--- src/hdl/pspc_pkg.sv ---
package pspc_pkg;

   // register indexes on the csr port
   localparam logic [2:0] CFG_SEND_EVENTS  = 3'd0;
   localparam logic [2:0] CFG_RAW_MODE     = 3'd1;
   localparam logic [2:0] CFG_IGNORE_NEG   = 3'd2;
   localparam logic [2:0] CFG_PRESS_SCALE  = 3'd3;
   localparam logic [2:0] CFG_TEMP_OFFSET  = 3'd4;
   localparam logic [2:0] CFG_RESTART      = 3'd5;

   localparam int CSR_DATA_W = 10;

   // shared serial divider geometry
   localparam int DIV_REM_W  = 25;
   localparam int DIV_BITS_W = 24;

   // iterations: divisor 2^23/scale first, then the rounded pressure quotient
   localparam logic [4:0] SCALE_STEPS = 5'd24;
   localparam logic [4:0] PRES_STEPS  = 5'd18;

   // twice the constant 10 of the temperature offset rounding
   localparam logic [DIV_REM_W-1:0] TEMP_DEN = 25'd20;

   localparam logic [8:0]  SCALE_RESET   = 9'd64;
   localparam logic [7:0]  RESTART_RESET = 8'd10;
   localparam logic [7:0]  COUNT_RESET   = 8'd1;
   localparam int          BUSY_BIT      = 3;

   typedef enum logic [4:0] {
      S_IDLE  = 5'b00001,
      S_SCALE = 5'b00010,
      S_LOAD  = 5'b00100,
      S_PRES  = 5'b01000,
      S_DONE  = 5'b10000
   } state_type;

   typedef struct packed {
      logic                  load;
      logic                  run;
      logic [DIV_REM_W-1:0]  rem_init;
      logic [DIV_BITS_W-1:0] bits;
      logic [DIV_REM_W-1:0]  den;
   } div_cmd_type;

   typedef struct packed {
      logic start_conversion;
      logic data_taken;
      logic sample_updated;
      logic send_event;
   } flags_type;

endpackage

--- src/hdl/pspc_div.sv ---
module pspc_div (
   input  logic                               clock,
   input  pspc_pkg::div_cmd_type              cmd,
   output logic [pspc_pkg::DIV_BITS_W-1:0]    quo
);
   import pspc_pkg::*;

   logic [DIV_REM_W-1:0]  rem_ff,  rem_in;
   logic [DIV_BITS_W-1:0] bits_ff, bits_in;
   logic [DIV_BITS_W-1:0] quo_ff,  quo_in;
   logic [DIV_REM_W:0]    shifted;
   logic [DIV_REM_W:0]    diff;
   logic                  fits;

   // restoring division, one quotient bit per cycle while cmd.run is high
   always_comb begin
      shifted = {rem_ff, bits_ff[DIV_BITS_W-1]};
      diff    = shifted - {1'b0, cmd.den};
      fits    = shifted >= {1'b0, cmd.den};
      rem_in  = rem_ff;
      bits_in = bits_ff;
      quo_in  = quo_ff;
      if (cmd.load) begin
         rem_in  = cmd.rem_init;
         bits_in = cmd.bits;
         quo_in  = '0;
      end else if (cmd.run) begin
         rem_in  = fits ? diff[DIV_REM_W-1:0] : shifted[DIV_REM_W-1:0];
         bits_in = {bits_ff[DIV_BITS_W-2:0], 1'b0};
         quo_in  = {quo_ff[DIV_BITS_W-2:0], fits};
      end
   end

   always_ff @(posedge clock) begin
      rem_ff  <= rem_in;
      bits_ff <= bits_in;
      quo_ff  <= quo_in;
   end

   assign quo = quo_ff;

endmodule

--- src/hdl/pressure_sensor_poll_convert.sv ---
// channel   direction  handshake              payload
// req       in         req_valid / req_stall  status_ok, status_byte, raw_pressure,
//                                             raw_temperature
// rsp       out        rsp_valid / rsp_stall  start_conversion, data_taken,
//                                             sample_updated, send_event,
//                                             pressure_q8, temperature_q8
// csr       in         csr_valid / csr_ready  index, data (ready always high)
//
// each request: accept, 24 steps of the serial divider for
// 2^23/scale (temperature offset rounding runs beside it), a load, 18 steps
// for the rounded pressure quotient, then the move into the output register.
// reset is synchronous; it clears control, configuration and kept samples.
// req_stall is high from the accept until the result moves to the output register;
// a stalled response holds there while the next request is accepted and worked on.
module pressure_sensor_poll_convert (
   input  logic                               clock,
   input  logic                               reset,
   input  logic                               req_valid,
   output logic                               req_stall,
   input  logic                               req_status_ok,
   input  logic [7:0]                         req_status_byte,
   input  logic [23:0]                        req_raw_pressure,
   input  logic [15:0]                        req_raw_temperature,
   output logic                               rsp_valid,
   input  logic                               rsp_stall,
   output logic                               rsp_start_conversion,
   output logic                               rsp_data_taken,
   output logic                               rsp_sample_updated,
   output logic                               rsp_send_event,
   output logic signed [31:0]                 rsp_pressure_q8,
   output logic signed [16:0]                 rsp_temperature_q8,
   input  logic                               csr_valid,
   output logic                               csr_ready,
   input  logic [2:0]                         csr_index,
   input  logic [pspc_pkg::CSR_DATA_W-1:0]    csr_data
);
   import pspc_pkg::*;

   // configuration
   logic       send_events_ff, send_events_in;
   logic       raw_mode_ff,    raw_mode_in;
   logic       ignore_neg_ff,  ignore_neg_in;
   logic [8:0] scale_ff,       scale_in;
   logic [9:0] temp_off_ff,    temp_off_in;
   logic [7:0] restart_ff,     restart_in;

   // control and kept samples
   state_type  state_ff,     state_in;
   logic [4:0] cnt_ff,       cnt_in;
   logic       sensing_ff,   sensing_in;
   logic [7:0] countdown_ff, countdown_in;
   logic [23:0] last_p_ff,   last_p_in;
   logic [15:0] last_t_ff,   last_t_in;
   flags_type  flags_ff,     flags_in;
   logic [23:0] d_ff,        d_in;

   // output register
   logic        rsp_valid_ff, rsp_valid_in;
   flags_type   rsp_flags_ff, rsp_flags_in;
   logic [31:0] rsp_p_ff,     rsp_p_in;
   logic [16:0] rsp_t_ff,     rsp_t_in;

   div_cmd_type             pdiv_cmd, tdiv_cmd;
   logic [DIV_BITS_W-1:0]   pdiv_quo, tdiv_quo;

   logic        accept;
   logic        ok, busy;
   logic [7:0]  cd_dec;
   logic        pchg;
   logic [8:0]  sc_eff;
   logic [9:0]  off_mag;
   logic [18:0] t_num;
   logic [23:0] p_eff;
   logic        p_neg;
   logic [23:0] p_mag;
   logic [32:0] p_num;
   logic [31:0] p_scaled;
   logic [16:0] t_adj;
   logic        out_free;

   pspc_div u_pdiv (.clock(clock), .cmd(pdiv_cmd), .quo(pdiv_quo));
   pspc_div u_tdiv (.clock(clock), .cmd(tdiv_cmd), .quo(tdiv_quo));

   assign accept    = req_valid && !req_stall;
   assign req_stall = state_ff != S_IDLE;
   assign csr_ready = 1'b1;
   assign out_free  = !rsp_valid_ff || !rsp_stall;

   // configuration writes
   always_comb begin
      send_events_in = send_events_ff;
      raw_mode_in    = raw_mode_ff;
      ignore_neg_in  = ignore_neg_ff;
      scale_in       = scale_ff;
      temp_off_in    = temp_off_ff;
      restart_in     = restart_ff;
      if (csr_valid) begin
         case (csr_index)
            CFG_SEND_EVENTS: send_events_in = csr_data[0];
            CFG_RAW_MODE:    raw_mode_in    = csr_data[0];
            CFG_IGNORE_NEG:  ignore_neg_in  = csr_data[0];
            CFG_PRESS_SCALE: scale_in       = csr_data[8:0];
            CFG_TEMP_OFFSET: temp_off_in    = csr_data[9:0];
            CFG_RESTART:     restart_in     = csr_data[7:0];
            default: ;
         endcase
      end
   end

   // operands of the arithmetic
   always_comb begin
      sc_eff  = (scale_ff == 9'd0) ? 9'd1 : scale_ff;
      off_mag = temp_off_ff[9] ? (~temp_off_ff + 10'd1) : temp_off_ff;
      t_num   = {off_mag, 9'd0} + 19'd10;
      p_eff   = (last_p_ff[23] && ignore_neg_ff) ? 24'd0 : last_p_ff;
      p_neg   = p_eff[23];
      p_mag   = p_neg ? (~p_eff + 24'd1) : p_eff;
      p_num   = {p_mag, 9'd0} + {9'd0, pdiv_quo};
      p_scaled = p_neg ? (32'd0 - {14'd0, pdiv_quo[17:0]}) : {14'd0, pdiv_quo[17:0]};
      t_adj   = temp_off_ff[9] ? (17'd0 - {2'd0, tdiv_quo[14:0]})
                               : {2'd0, tdiv_quo[14:0]};
   end

   // divider commands
   always_comb begin
      pdiv_cmd = '0;
      tdiv_cmd = '0;
      tdiv_cmd.den = TEMP_DEN;
      case (state_ff)
         S_IDLE: begin
            pdiv_cmd.load = accept;
            pdiv_cmd.bits = 24'h800000;
            tdiv_cmd.load = accept;
            tdiv_cmd.bits = {5'd0, t_num};
         end
         S_SCALE: begin
            pdiv_cmd.run = 1'b1;
            pdiv_cmd.den = {16'd0, sc_eff};
            tdiv_cmd.run = 1'b1;
         end
         S_LOAD: begin
            // numerator 2*|p|*256 + d, upper bits preloaded as remainder
            pdiv_cmd.load     = 1'b1;
            pdiv_cmd.rem_init = {10'd0, p_num[32:18]};
            pdiv_cmd.bits     = {p_num[17:0], 6'd0};
         end
         S_PRES: begin
            pdiv_cmd.run = 1'b1;
            pdiv_cmd.den = {d_ff, 1'b0};
         end
         default: ;
      endcase
   end

   // request control and sequencing
   always_comb begin
      ok   = req_status_ok;
      busy = req_status_byte[BUSY_BIT];
      cd_dec = countdown_ff - 8'd1;
      pchg = req_raw_pressure != last_p_ff;

      state_in     = state_ff;
      cnt_in       = cnt_ff;
      sensing_in   = sensing_ff;
      countdown_in = countdown_ff;
      last_p_in    = last_p_ff;
      last_t_in    = last_t_ff;
      flags_in     = flags_ff;
      d_in         = d_ff;
      rsp_valid_in = rsp_valid_ff;
      rsp_flags_in = rsp_flags_ff;
      rsp_p_in     = rsp_p_ff;
      rsp_t_in     = rsp_t_ff;

      if (rsp_valid_ff && !rsp_stall) begin
         rsp_valid_in = 1'b0;
      end

      case (state_ff)
         S_IDLE: begin
            if (accept) begin
               flags_in = '0;
               if (!sensing_ff) begin
                  countdown_in = cd_dec;
                  if (cd_dec == 8'd0 && ok && !busy) begin
                     flags_in.start_conversion = 1'b1;
                     sensing_in   = 1'b1;
                     countdown_in = restart_ff;
                  end
               end else if (ok && !busy) begin
                  flags_in.data_taken = 1'b1;
                  sensing_in = 1'b0;
                  if (pchg || req_raw_temperature != last_t_ff) begin
                     last_p_in = req_raw_pressure;
                     last_t_in = req_raw_temperature;
                     flags_in.sample_updated = 1'b1;
                     flags_in.send_event     = send_events_ff && pchg;
                  end
               end
               cnt_in   = '0;
               state_in = S_SCALE;
            end
         end
         S_SCALE: begin
            cnt_in = cnt_ff + 5'd1;
            if (cnt_ff == SCALE_STEPS - 5'd1) begin
               state_in = S_LOAD;
            end
         end
         S_LOAD: begin
            d_in     = pdiv_quo;
            cnt_in   = '0;
            state_in = S_PRES;
         end
         S_PRES: begin
            cnt_in = cnt_ff + 5'd1;
            if (cnt_ff == PRES_STEPS - 5'd1) begin
               state_in = S_DONE;
            end
         end
         S_DONE: begin
            if (out_free) begin
               rsp_valid_in = 1'b1;
               rsp_flags_in = flags_ff;
               if (raw_mode_ff) begin
                  rsp_p_in = {p_eff, 8'd0};
                  rsp_t_in = {last_t_ff[15], last_t_ff};
               end else begin
                  rsp_p_in = p_scaled;
                  rsp_t_in = {last_t_ff[15], last_t_ff} + t_adj;
               end
               state_in = S_IDLE;
            end
         end
         default: state_in = S_IDLE;
      endcase
   end

   always_ff @(posedge clock) begin
      if (reset) begin
         send_events_ff <= 1'b0;
         raw_mode_ff    <= 1'b0;
         ignore_neg_ff  <= 1'b0;
         scale_ff       <= SCALE_RESET;
         temp_off_ff    <= '0;
         restart_ff     <= RESTART_RESET;
         state_ff       <= S_IDLE;
         cnt_ff         <= '0;
         sensing_ff     <= 1'b0;
         countdown_ff   <= COUNT_RESET;
         last_p_ff      <= '0;
         last_t_ff      <= '0;
         rsp_valid_ff   <= 1'b0;
      end else begin
         send_events_ff <= send_events_in;
         raw_mode_ff    <= raw_mode_in;
         ignore_neg_ff  <= ignore_neg_in;
         scale_ff       <= scale_in;
         temp_off_ff    <= temp_off_in;
         restart_ff     <= restart_in;
         state_ff       <= state_in;
         cnt_ff         <= cnt_in;
         sensing_ff     <= sensing_in;
         countdown_ff   <= countdown_in;
         last_p_ff      <= last_p_in;
         last_t_ff      <= last_t_in;
         rsp_valid_ff   <= rsp_valid_in;
      end
   end

   always_ff @(posedge clock) begin
      flags_ff     <= flags_in;
      d_ff         <= d_in;
      rsp_flags_ff <= rsp_flags_in;
      rsp_p_ff     <= rsp_p_in;
      rsp_t_ff     <= rsp_t_in;
   end

   assign rsp_valid            = rsp_valid_ff;
   assign rsp_start_conversion = rsp_flags_ff.start_conversion;
   assign rsp_data_taken       = rsp_flags_ff.data_taken;
   assign rsp_sample_updated   = rsp_flags_ff.sample_updated;
   assign rsp_send_event       = rsp_flags_ff.send_event;
   assign rsp_pressure_q8      = rsp_p_ff;
   assign rsp_temperature_q8   = rsp_t_ff;

`ifndef SYNTHESIS
   a_accept_starts: assert property (@(posedge clock) disable iff (reset)
      accept |=> state_ff == S_SCALE)
      else $error("accepted request did not start the divider");
   a_divisor_nonzero: assert property (@(posedge clock) disable iff (reset)
      state_ff == S_PRES |-> d_ff != 24'd0)
      else $error("pressure divisor is zero");
   a_event_needs_update: assert property (@(posedge clock) disable iff (reset)
      rsp_valid && rsp_send_event |-> rsp_sample_updated)
      else $error("event without sample update");
   a_start_xor_taken: assert property (@(posedge clock) disable iff (reset)
      rsp_valid |-> !(rsp_start_conversion && rsp_data_taken))
      else $error("start and data taken in one request");
   a_hold_unfree: assert property (@(posedge clock) disable iff (reset)
      state_ff == S_DONE && !out_free |=> state_ff == S_DONE)
      else $error("result left while output register busy");
`endif

endmodule
--- config.mk ---
export PLATFORM = sky130hd
export DESIGN_NAME = pressure_sensor_poll_convert
export DESIGN_NICKNAME = d
export VERILOG_FILES = /design/src/hdl/pspc_pkg.sv /design/src/hdl/pspc_div.sv /design/src/hdl/pressure_sensor_poll_convert.sv
export SDC_FILE = /design/constraint.sdc
export NUM_CORES = 1
export LEC_CHECK = 0
export BUFFER_PORTS_ARGS = -buffer_cell sky130_fd_sc_hd__clkbuf_2
export CAP_MARGIN = 20
export CELL_PAD_IN_SITES_DETAIL_PLACEMENT = 0
export CELL_PAD_IN_SITES_GLOBAL_PLACEMENT = 2
export CORE_MARGIN = 1
export CORE_UTILIZATION = 35
export CTS_BUF_LIST = sky130_fd_sc_hd__clkbuf_8
export CTS_CLUSTER_DIAMETER = 120
export DETAILED_ROUTE_END_ITERATION = 7
export GPL_TIMING_DRIVEN = 0
export PLACE_DENSITY = 0.82
export SETUP_SLACK_MARGIN = 0.3
export SYNTH_ARGS = -nofsm -noshare
export SYNTH_HDL_FRONTEND = slang
export SYNTH_HIERARCHICAL = 1
export SYNTH_SLANG_ARGS = --single-unit
--- constraint.sdc ---
create_clock -name clock -period 12.2 [get_ports clock]
set_input_delay 0.61 -clock clock [delete_from_list [all_inputs] [get_ports clock]]
set_output_delay 0.61 -clock clock [all_outputs]
set_load 0.02 [all_outputs]
==> metrics.txt <==
# TYPE chip_impl_metric gauge
chip_impl_metric{name="synthesis.instances",unit=""} 2026
chip_impl_metric{name="drive_above_1_share",unit=""} 0.151
chip_impl_info{name="tritoncts_clock_tree",value="done"} 1
chip_impl_info{name="worst_path_max_delay_cell",value="sky130_fd_sc_hd__nor3b_2"} 1
chip_impl_info{name="endpoint_kind",value="flip-flop"} 1
chip_impl_metric{name="setup_viol",unit=""} 0
chip_impl_metric{name="wirelength_met1",unit="um"} 25200
chip_impl_metric{name="largest_stage_delay_worst_path",unit="ns"} 0.52
chip_impl_metric{name="grt_start_max_net_pins",unit=""} 38
chip_impl_metric{name="max-slew-margin-rel",unit=""} 0.284
chip_impl_metric{name="cts_resized",unit=""} 0
chip_impl_metric{name="detailedRoute.firstPassIterationCount",unit=""} 7
chip_impl_metric{name="clock_sinks",unit=""} 308
chip_impl_metric{name="cell_count_after_placement",unit=""} 2915
chip_impl_metric{name="fin_crit",unit="ns"} 5.63
chip_impl_metric{name="preCtsSetupSlack",unit="ns"} 6.55
chip_impl_metric{name="hold_buffer_count_at_cts",unit=""} 0
chip_impl_info{name="highest-signal-layer",value="met4"} 1
chip_impl_metric{name="p_clk_frac",unit=""} 0.284
chip_impl_metric{name="timing.final.ws_setup",unit="ns"} 6.57
chip_impl_metric{name="cts_buffers",unit=""} 56
chip_impl_metric{name="count_of_non_filler_cells_in_the_finished_layout",unit=""} 3021
chip_impl_metric{name="timing_worst_slew_pin_value",unit="ns"} 1.07
chip_impl_metric{name="power.share.sequential",unit=""} 0.372
chip_impl_metric{name="cp_data_arrival_time",unit="ns"} 5.99
chip_impl_metric{name="vias_after_detailed_routing",unit=""} 15500
chip_impl_metric{name="grt_overflow",unit=""} 0
chip_impl_info{name="critical-path-top-cell-by-count",value="sky130_fd_sc_hd__clkbuf_1"} 1
chip_impl_info{name="hold_path_class",value="input pin to flip-flop"} 1
chip_impl_metric{name="design.final.nets",unit=""} 2440
chip_impl_metric{name="area_growth_syn_to_layout",unit="%"} 15.6
chip_impl_metric{name="drc_errors",unit=""} 0
chip_impl_metric{name="grt_pass1_wl",unit="um"} 86700
chip_impl_info{name="clockRootBuffer",value="sky130_fd_sc_hd__clkbuf_8"} 1
chip_impl_metric{name="p_leak",unit="nW"} 8.75
chip_impl_metric{name="power_switching_share",unit=""} 0.335
chip_impl_metric{name="initialDrtViolationCount",unit=""} 994
chip_impl_metric{name="final-max-slew-violation-count",unit=""} 0
chip_impl_metric{name="clock_tree.buffer_depth",unit=""} 3
chip_impl_metric{name="yosys_warnings",unit=""} 6
chip_impl_metric{name="die_height",unit="um"} 236
chip_impl_metric{name="timing.critical_path.fanout_max",unit=""} 10
chip_impl_metric{name="fin_skew",unit="ns"} 0.0623
chip_impl_metric{name="clock_insertion_delay_worst_skew",unit="ns"} 0.67
chip_impl_metric{name="fin_tns_setup",unit="ns"} 0
chip_impl_metric{name="floorplan.initialDensity",unit=""} 0.355
chip_impl_metric{name="switchingPower",unit="W"} 0.00119
chip_impl_metric{name="intPower",unit="W"} 0.00236
chip_impl_metric{name="mean_area_per_synthesized_cell",unit="um^2"} 9.45
chip_impl_metric{name="clock_tree.htree_level_count",unit=""} 2
chip_impl_metric{name="dpl_cell_area",unit="um^2"} 21000
chip_impl_metric{name="dp.final_hpwl",unit="um"} 40800
chip_impl_metric{name="share_comb_of_total_power",unit=""} 0.344
chip_impl_metric{name="finalCritPeriodShare",unit=""} 0.461
chip_impl_metric{name="area_enclosed_by_the_die_boundary",unit="um^2"} 55600
chip_impl_metric{name="die_width",unit="um"} 236
chip_impl_metric{name="ir_worst_vdd",unit="mV"} 0.0854
chip_impl_metric{name="post_cts.repair.setup_buffers",unit=""} 0
chip_impl_metric{name="met3RoutedLength",unit="um"} 2010
chip_impl_metric{name="io_pins",unit=""} 123
chip_impl_info{name="timing_worst_setup_path_type",value="flip-flop to flip-flop"} 1
chip_impl_metric{name="power.density",unit="nW/um^2"} 160
chip_impl_info{name="kind_of_launch_point_of_the_worst_setup_path",value="flip-flop"} 1
chip_impl_metric{name="final_design_area_no_fill",unit="um^2"} 22100
chip_impl_metric{name="antenna_violations_before_repair",unit=""} 2
chip_impl_info{name="crit_path_cell_chain",value="or3_1, nor3b_2, clkbuf_1, a22o_1, inv_1, fa_1, a211oi_2, o21ai_1, a2111o_1, a311oi_2, o2111ai_1, clkbuf_1, nand2_2, nor2_1, a221o_1"} 1
chip_impl_metric{name="fin_util",unit=""} 0.410
chip_impl_metric{name="grt_pass1_vias",unit=""} 15500
chip_impl_metric{name="cp_num_buf_inv",unit=""} 3
chip_impl_metric{name="wl",unit="um"} 54400
chip_impl_metric{name="ant_nets",unit=""} 0
chip_impl_metric{name="global_route.usage.total",unit=""} 0.196
chip_impl_metric{name="port-buffer-count",unit=""} 112
chip_impl_metric{name="detail_route.vias_per_cell",unit=""} 5.12
chip_impl_metric{name="fmax",unit="MHz"} 178
chip_impl_metric{name="placeableCoreArea",unit="um^2"} 53900
chip_impl_metric{name="synthesis.area",unit="um^2"} 19100
chip_impl_info{name="cpLargestDelayFamily",value="compound AO/OA/AOI/OAI gates"} 1
chip_impl_metric{name="gp_congestion",unit=""} 0.858
chip_impl_metric{name="row_count",unit=""} 85
chip_impl_metric{name="fill_cells",unit=""} 5373
chip_impl_metric{name="number_of_hold_slack_violations_in_the_final_timing_report",unit=""} 0
chip_impl_metric{name="wl_met2",unit="um"} 25600
chip_impl_metric{name="cts.clk_slew.worst_paths",unit="ns"} 0.06
chip_impl_info{name="outcome",value="complete, no violations"} 1
chip_impl_metric{name="max_cap_viol_count",unit=""} 0
chip_impl_metric{name="cp_data_required_time",unit="ns"} 12.57
chip_impl_info{name="grt_setup_unrepaired",value="no"} 1
chip_impl_metric{name="route.detailed.wl_per_inst",unit="um"} 18.0
worst paths after layout:
kind / startpoint / end / slack, ns / cells after the start
worst max-delay path: state_ff[4]$_SDFFE_PP0P_ / u_pdiv/rem_ff[22]$_DFFE_PP_ / 6.57 / 15
worst min-delay path: csr_data[9] / temp_off_ff[9]$_SDFFE_PP0P_ / 0.17 / 3
worst max register to register: state_ff[4]$_SDFFE_PP0P_ / u_pdiv/rem_ff[22]$_DFFE_PP_ / 6.57 / 15
worst min register to register: flags_ff[1]$_SDFFCE_PN0P_ / rsp_sample_updated$_DFFE_PP_ / 0.41 / 0
sequential cells by signal (all words and copies together) (netlist names), 8 cells and up:
| register | cells |
|---|---|
| u_pdiv/rem_ff | 25 |
| u_tdiv/rem_ff | 25 |
| rsp_pressure_q8 | 32 |
| u_tdiv/quo | 15 |
| restart_ff | 8 |
| rsp_temperature_q8 | 17 |
| scale_ff | 9 |
| d_ff | 24 |
| last_t_ff | 16 |
| temp_off_ff | 10 |
| u_pdiv/quo | 24 |
| countdown_ff | 8 |
| last_p_ff | 24 |
| u_tdiv/bits_ff | 24 |
| u_pdiv/bits_ff | 24 |
area by class of cell:
cell class | instances | area, um^2 | share of cell area
multi-input combinational | 1582 | 10600 | 0.479
sequential | 308 | 7960 | 0.360
clock buffer | 71 | 977 | 0.0442
tap | 696 | 871 | 0.0394
timing repair buffer | 116 | 648 | 0.0293
buffer | 105 | 483 | 0.0218
inverter | 108 | 405 | 0.0183
clock inverter | 34 | 178 | 0.00803
antenna | 1 | 2.50 | 0.000113
worst reg2reg max path, delay by kind of cell (launching register included):
kind	cells	cell delay (ns)
AOI/OAI and AO/OA	7	2.21
adders and majority gates	1	0.49
buffers and inverters	3	0.94
DFF	1	0.32
and+or+nand+nor	4	1.40
metal layers:
metal	global-route usage	vias up
li1	-	7670
met1	0.258	7386
met2	0.328	316
met3	0.0310	86
met4	0.0624	0
met5	0	-
layout by cell type (no fill, tap or decap), types with 37 or more instances in the layout:
cell and instances:
sky130_fd_sc_hd__nor2_1 206, sky130_fd_sc_hd__a21oi_1 185, sky130_fd_sc_hd__edfxtp_1 179, sky130_fd_sc_hd__nand2_1 173
sky130_fd_sc_hd__inv_1 130, sky130_fd_sc_hd__dfxtp_1 129, sky130_fd_sc_hd__clkbuf_2 115, sky130_fd_sc_hd__ha_1 92
sky130_fd_sc_hd__mux2_2 83, sky130_fd_sc_hd__mux2i_1 81, sky130_fd_sc_hd__conb_1 79, sky130_fd_sc_hd__xnor2_1 78
sky130_fd_sc_hd__xor2_1 73, sky130_fd_sc_hd__clkbuf_8 71, sky130_fd_sc_hd__o21ai_0 70, sky130_fd_sc_hd__clkbuf_1 67
sky130_fd_sc_hd__and2_1 38, sky130_fd_sc_hd__nor3_1 37
per-stage QoR:
step,power [W],hold slack (ns)
6_report,0.00354,0.174
5_1_grt,0.00377,0.163
3_5_place_dp,0.00256,0.405
2_1_floorplan,0.00226,0.400
4_1_cts,0.00358,0.126
3_3_place_gp,0.00253,0.407
power by group through the flow:
stage                     registers, W  clock network [W]  logic, W
after floorplan                0.00132                  0  0.000938
final                          0.00132            0.00101   0.00122
after global placement         0.00134                  0   0.00119
after detailed placement       0.00134                  0   0.00121
after CTS                      0.00132            0.00104   0.00122
after global routing           0.00133            0.00109   0.00135
Power figures use the tool's default switching activity.
